--- src/quaternion_to_rotation_matrix_macros.svh ---
// Assertion macros used by the quaternion to rotation matrix RTL
`ifndef QUATERNION_TO_ROTATION_MATRIX_MACROS_SVH
`define QUATERNION_TO_ROTATION_MATRIX_MACROS_SVH

// same-cycle implication
`define QRM_ASSERT_NOW(label, clk, rst, ante, cons, msg) \
   label: assert property (@(posedge clk) disable iff (rst) (ante) |-> (cons)) \
      else $error(msg);

// next-cycle implication
`define QRM_ASSERT_NEXT(label, clk, rst, ante, cons, msg) \
   label: assert property (@(posedge clk) disable iff (rst) (ante) |=> (cons)) \
      else $error(msg);

`endif

--- src/qrm_pkg.sv ---
// Types and constants of the quaternion to rotation matrix pipeline
`default_nettype none

package qrm_pkg;

   localparam int QW          = 16;              // Q2.14 element width
   localparam int LANES       = 9;               // matrix elements
   localparam int FRAC_SHIFT  = 14;
   localparam int PW          = 2 * QW;          // product width
   localparam int NW          = PW + 1;          // squared norm width
   localparam int SW          = PW + 2;          // signed numerator width
   localparam int MW          = PW + 1;          // numerator magnitude width
   localparam int RW          = MW + 2;          // divider remainder width
   localparam int QBITS       = QW + 1;          // quotient bits incl. rounding bit
   localparam int FRAC_BITS   = FRAC_SHIFT + 1;  // quotient bits below the binary point

   localparam int FRONT_DEPTH = 7;
   localparam int DIV_DEPTH   = QBITS + 1;
   localparam int OUT_DEPTH   = 2;
   localparam int STAGES      = FRONT_DEPTH + DIV_DEPTH + OUT_DEPTH;

   localparam int REQ_W       = 4 * QW;
   localparam int RSP_W       = LANES * QW;
   localparam int CSR_IW      = 2;

   localparam logic [NW-1:0]          UNIT_NORM = NW'(1) << (2 * FRAC_SHIFT);
   localparam logic [QW-1:0]          ELEM_ONE  = QW'(1) << FRAC_SHIFT;
   localparam logic [QW-1:0]          ELEM_MAX  = {1'b0, {(QW-1){1'b1}}};
   localparam logic [QW-1:0]          ELEM_MIN  = {1'b1, {(QW-1){1'b0}}};
   localparam logic [QBITS-1:0]       SAT_POS_Q = QBITS'(2 * (2**(QW-1) - 1) + 1);
   localparam logic [QBITS-1:0]       SAT_NEG_Q = QBITS'(2 * (2**(QW-1)) + 1);
   localparam logic [LANES-1:0]       DIAG_LANES = 9'b100_010_001;

   typedef enum logic [CSR_IW-1:0] {
      CSR_ZERO_THR = 2'd0,
      CSR_UNIT_THR = 2'd1
   } csr_index_type;

   typedef logic [STAGES-1:0] stage_vec_type;

   typedef struct packed {
      logic [LANES-1:0][MW-1:0] mag;
      logic [LANES-1:0]         neg;
      logic [NW-1:0]            den;
      logic                     ident;
   } div_in_type;

   typedef struct packed {
      logic [LANES-1:0][QBITS-1:0] quo;
      logic [LANES-1:0]            ovf;
      logic [LANES-1:0]            neg;
      logic                        ident;
   } div_out_type;

endpackage

`default_nettype wire

--- src/qrm_out.sv ---
// Output stages: round half away from zero, saturate, apply sign and identity
`default_nettype none

module qrm_out (
   input  logic                                      clock,
   input  logic [qrm_pkg::OUT_DEPTH-1:0]             load,
   input  qrm_pkg::div_out_type                      div_out,
   output logic [qrm_pkg::LANES-1:0][qrm_pkg::QW-1:0] elem,
   output logic                                      ident
);
   import qrm_pkg::*;

   // stage 0
   logic [LANES-1:0][QBITS-1:0] rnd_ff;
   logic [LANES-1:0]            sat_ff;
   logic [LANES-1:0]            neg_ff;
   logic                        ident0_ff;
   // stage 1
   logic [LANES-1:0][QW-1:0]    elem_ff;
   logic                        ident_ff;

   logic [LANES-1:0][QBITS:0]   inc;
   logic [LANES-1:0]            sat_hit;
   logic [LANES-1:0][QBITS-1:0] rnd_neg;
   logic [LANES-1:0][QW-1:0]    val;

   always_comb begin
      for (int l = 0; l < LANES; l++) begin
         inc[l]     = {1'b0, div_out.quo[l]} + (QBITS+1)'(1);
         sat_hit[l] = div_out.ovf[l] ||
                      (div_out.neg[l] ? (div_out.quo[l] >= SAT_NEG_Q)
                                      : (div_out.quo[l] >= SAT_POS_Q));
      end
   end

   always_comb begin
      for (int l = 0; l < LANES; l++) begin
         rnd_neg[l] = QBITS'(0) - rnd_ff[l];
         if (ident0_ff) begin
            val[l] = DIAG_LANES[l] ? ELEM_ONE : '0;
         end else if (sat_ff[l]) begin
            val[l] = neg_ff[l] ? ELEM_MIN : ELEM_MAX;
         end else begin
            val[l] = neg_ff[l] ? rnd_neg[l][QW-1:0] : rnd_ff[l][QW-1:0];
         end
      end
   end

   always_ff @(posedge clock) begin
      if (load[0]) begin
         for (int l = 0; l < LANES; l++) begin
            rnd_ff[l] <= inc[l][QBITS:1];
         end
         sat_ff    <= sat_hit;
         neg_ff    <= div_out.neg;
         ident0_ff <= div_out.ident;
      end
      if (load[1]) begin
         elem_ff  <= val;
         ident_ff <= ident0_ff;
      end
   end

   assign elem  = elem_ff;
   assign ident = ident_ff;

endmodule

`default_nettype wire

--- config.mk ---
export PLATFORM = sky130hd
export DESIGN_NAME = qrm_out
export DESIGN_NICKNAME = d
export VERILOG_FILES = /design/src/quaternion_to_rotation_matrix_macros.svh /design/src/qrm_pkg.sv /design/src/qrm_out.sv
export SDC_FILE = /design/constraint.sdc
export NUM_CORES = 1
export LEC_CHECK = 0
export BUFFER_PORTS_ARGS = -buffer_cell sky130_fd_sc_hd__buf_2
export CORE_ASPECT_RATIO = 1.25
export CORE_MARGIN = 4
export CORE_UTILIZATION = 51
export DETAILED_ROUTE_END_ITERATION = 7
export PLACE_DENSITY = 0.77
export SLEW_MARGIN = 20
export SYNTH_ARGS = -nofsm -noshare
export SYNTH_HDL_FRONTEND = slang
export SYNTH_SLANG_ARGS = --single-unit
--- constraint.sdc ---
create_clock -name clock -period 2.5 [get_ports clock]
set_input_delay 0.25 -clock clock [delete_from_list [all_inputs] [get_ports clock]]
set_output_delay 0.25 -clock clock [all_outputs]
set_load 0.01 [all_outputs]
Word-level counts from Yosys, hierarchy flattened --
Cells that the tools add are included.
Word-level totals: flip-flop bits (word level) 308, input bits 175, word-level logic and storage cells 103
Cells by class: $add $sub $neg 18, $lt $le $gt $ge 18, mux-type cells 36, reduce and logical (&&, ||, !) cells 9
Operators by type and width (number):
- 16-bit 2-to-1 mux | 27
- 17-bit by 1-bit adder with 17-bit output, second input constant | 9
- 17-bit by 16-bit >= comparator with 1-bit output, second input constant | 9
- 17-bit >= comparator, second input constant | 9
- 1-bit by 16-bit subtractor with 16-bit output, first input constant | 9
- 1-bit logical OR | 9
- 1-bit 2-to-1 mux | 9

Longest topological paths before layout --
depth after elaboration 3, mapped depth 10

Least setup slack after synthesis --
No wires, ideal clock.
path kind reg2reg, from register rnd_ff[55] in the netlist's numbering, to register elem_ff (netlist bit elem[62]) (data pin), library setup time 260 ps, arrival time 2194 ps, data required time 2240 ps, path slack 46 ps, cell stages (with the launch flop) 6, buffers on the path 1, cells stage by stage edfxtp_1 > or4_1 > buf_2 > or4_1 > o41ai_1 > mux2_2
On the way: word-level cells in the longest chain between the ends 3
RTL lines:
- start: declaration | line qrm_out.sv:14 | logic [LANES-1:0][QBITS-1:0] rnd_ff;
- start signal: indexed assignment | line qrm_out.sv:52 | rnd_ff[l] <= inc[l][QBITS:1];
- 1-bit by 16-bit subtractor with 16-bit output | line qrm_out.sv:38 | rnd_neg[l] = QBITS'(0) - rnd_ff[l];
- 16-bit 2-to-1 mux | line qrm_out.sv:44 | val[l] = neg_ff[l] ? rnd_neg[l][QW-1:0] : rnd_ff[l][QW-1:0];
- 16-bit 2-to-1 mux | line qrm_out.sv:41 | end else if (sat_ff[l]) begin
- end signal: assignment | line qrm_out.sv:59 | elem_ff <= val;
- end: declaration | line qrm_out.sv:19 | logic [LANES-1:0][QW-1:0] elem_ff;
Every way passes these cells. A chain may end at the register's enable or synchronous reset.

Final worst setup path --
from register rnd_ff[57] in the netlist's numbering, to register elem_ff (netlist bit elem[62]) (data pin)
Same word-level chain as after synthesis.

==> flow_summary_export.csv <==
group,metric,value,unit
routing,drt_iter0_markers,1047,
cts,cts_tree,"built",
layout,instances_no_fill,2564,
global_routing,grt_overflow,0,
synthesis,yosysSeqAreaShare,51.9,%
routing,drc_errors,0,
cts,clock-root-buffer,"clkbuf_16",
timing,maxSlewViolCount,0,
placed_design,port_buffers,319,
routing,firstDrtPassIters,5,
synthesis,ys_ff_latch,308,
synthesis,ys.warnings.count,0,
global_routing,grt_usage,21.9,%
setup_path,endpoint_kind,"flip-flop",
routing,drt_wl_total,43.1,mm
setup_path,slowest_stage,"or4_1",
timing,finalCritPeriodShare,95.3,%
power,powerDensity,616,nW/um^2
synthesis,synthArstFlopShare,0,%
layout,fin_nets,2275,
placed_design,dp_hpwl,32.0,mm
timing,setup_viol,0,
cts,path_clk_slew,70,ps
layout,design_area,21600,sq um
setup_path,path_class,"flip-flop to flip-flop",
cts,clock-sinks,308,
timing,fmax,420,MHz
status,outcome,"finished, final reports clean",
setup_path,crit_path_start_kind,"flip-flop",
timing,tightest_slew,685,ps
synthesis,post-synth-top-area-cell,"edfxtp_1",
min_path,min-delay-path-class,"input pin to flip-flop",
synthesis,synthFlopType,"edfxtp_1",
layout,area_growth,21.4,%
die,rows,76,
setup_path,worstPathCellList,"or4_1 > or4_1 > o41ai_2 > mux2_2",
synthesis,synth_area_leaders,"edfxtp_1 52%, xnor2_1 6.4%, nor2_1 5.1%",
die,initial_utilization,51.6,%
timing,grt_setup_unrepaired,"false",
placed_design,place_area,20100,sq um
placed_design,gp_congestion,0.940,
cts,cts_max_level,1,
synthesis,synthTopCellsByCount,"308 x edfxtp_1, 242 x nor2_1, 131 x xnor2_1",
setup_path,slowest_delay,600,ps
run,maxCapViolCount,0,
timing,slew_headroom,54.0,%
synthesis,synth_top_family_by_area,"simple AND/OR/NAND/NOR gates",
power,vdd_drop_max,0.000634,V
synthesis,syn_area,17800,sq um
setup_path,required,2820,ps
global_routing,grt_pass1_vias,14000,
timing,tns,0,ps
cts,cts_made_buffers,30,
cts,clk_path_buf_depth,3,
global_routing,grt_start_max_net_pins,85,
timing,finalHoldViolCount,0,
synthesis,syn_nets,1909,
synthesis,synth_xor_area_share,8.46,%
synthesis,synthAdderAreaFrac,2.53,%
die,die_h,217,um
setup_path,critPathMaxFanout,3,
synthesis,synthCells,1698,
cts,insertion_delay,570,ps
routing,wire_per_inst,16.8,um
power,leakage,8.29,nW
die,core_area,34500,sq um
synthesis,synth_simple_gate_area_share,24.0,%
global_routing,antenna_found_initial,18,
synthesis,synthMuxAreaShare,1.86,%
synthesis,avgSynthCellArea,10.5,sq um
synthesis,synth.most_common_cell,"edfxtp_1",
synthesis,synth_top_area_share,51.9,%
timing,finClkSkew,12.0,ps
routing,vias_per_cell,5.71,
synthesis,synth_enable_flop_cells,308,
setup_path,crit_top_cell,"or4_1",
timing,fin_crit,2380,ps
routing,detail-route-antenna-nets,0,
synthesis,synth_compound_area_share,8.21,%
setup_path,arrival,2700,ps
routing,vias,14600,
die,dieArea,38000,sq um
synthesis,ys_types,54,
die,io_pins,320,
die,die_x,175,um
cts,postCtsSetupRepairBufs,0,
global_routing,grt_first_pass_wirelength,69.2,mm
layout,layout-drive-gt1-share,21.8,%
placed_design,post-place-cells,2455,
-- registers in the layout (all words and copies together), names as in the netlist --
| register | count |
|---|---|
| elem | 144 |
| ident | 1 |
| ident0_ff | 1 |
| neg_ff | 9 |
| rnd_ff | 144 |
| sat_ff | 9 |
-- worst max-delay path, delay by kind of cell (launching register included) --
| family | cells | cell delay [ps] |
|---|---|---|
| mux | 1 | 360 |
| flops | 1 | 390 |
| compound gates | 1 | 240 |
| simple gates | 2 | 1150 |
-- routing by layer --
metal	GRT usage, %	share of wire (%)	vias to the layer above
met2	39.1	51	521
met5	0	0.30	-
met3	4.83	7.1	126
met1	25.6	38	6850
li1	-	-	7123
met4	9.01	4.1	20
-- kinds of logic (layout without fill, tap and decap cells) --
logic type	count (synthesis)	in the layout
simple gates	803	803
flops	308	308
compound gates	205	205
xor+xnor	172	172
buf+inv	143	533
fa+ha+maj	36	36
mux	31	31
other cells	0	8
-- timing repair --
item / in CTS / in global routing
endpoints found under the setup margin: 0 / 2
hold buffers: 45 / 0
resized for setup: 0 / 2
endpoints found under the hold margin: 48 / 0
-- final cells by class --
cell class | count | area (sq um)
Antenna cell | 8 | 20.0
Clock buffer | 34 | 766
Clock inverter | 22 | 240
Fill cell | 2683 | 12900
Inverter | 65 | 244
Multi-Input combinational cell | 1247 | 8040
Sequential cell | 308 | 9250
Tap cell | 468 | 586
Timing Repair Buffer | 412 | 2480
-- through the flow --
step / utilization [%] / power, W / hold WS, ps / setup slack [ps]
CTS: 62.6 / 0.0134 / 0.165 / 38.5
global placement: 58.3 / 0.00867 / 446 / 70.1
floorplan: - / 0.00779 / 349 / 46.2
global route: 62.6 / 0.0139 / 16.1 / 36.5
finish: 62.7 / 0.0133 / 27.6 / 118
detailed placement: 58.3 / 0.00875 / 443 / 17.7
-- final timing paths --
path	start	endpoint	slack [ps]	cells past startpoint
worst max-delay path	rnd_ff[57]	elem[62]	120	4
worst min-delay path	div_out[90]	rnd_ff[70]	30	2
worst max register to register	rnd_ff[57]	elem[62]	120	4
worst min register to register	rnd_ff[68]	elem[64]	690	2
-- layout by cell type, fill, tap and decap left out, types with 18 or more instances in the layout --
cell type	instances
a211oi_1	22
a21oi_1	37
and3_1	25
buf_2	317
buf_4	43
clkbuf_16	30
dlygate4sd3_1	45
edfxtp_1	308
ha_1	36
inv_1	65
nand2_1	72
nand2b_1	31
nand3_1	75
nand4_1	42
nor2_1	242
nor2b_1	18
nor3_1	81
nor3b_1	24
nor4_1	47
o31ai_1	29
o41ai_1	22
or3_1	35
or4_1	38
xnor2_1	131
xor2_1	41
-- power by group --
part,total (W),switching (W),internal [W]
clock,0.00460,0.00190,0.00271
combinational,0.00214,0.00120,0.000943
sequential,0.00659,0.000349,0.00624
Power figures use the tool's default switching activity.
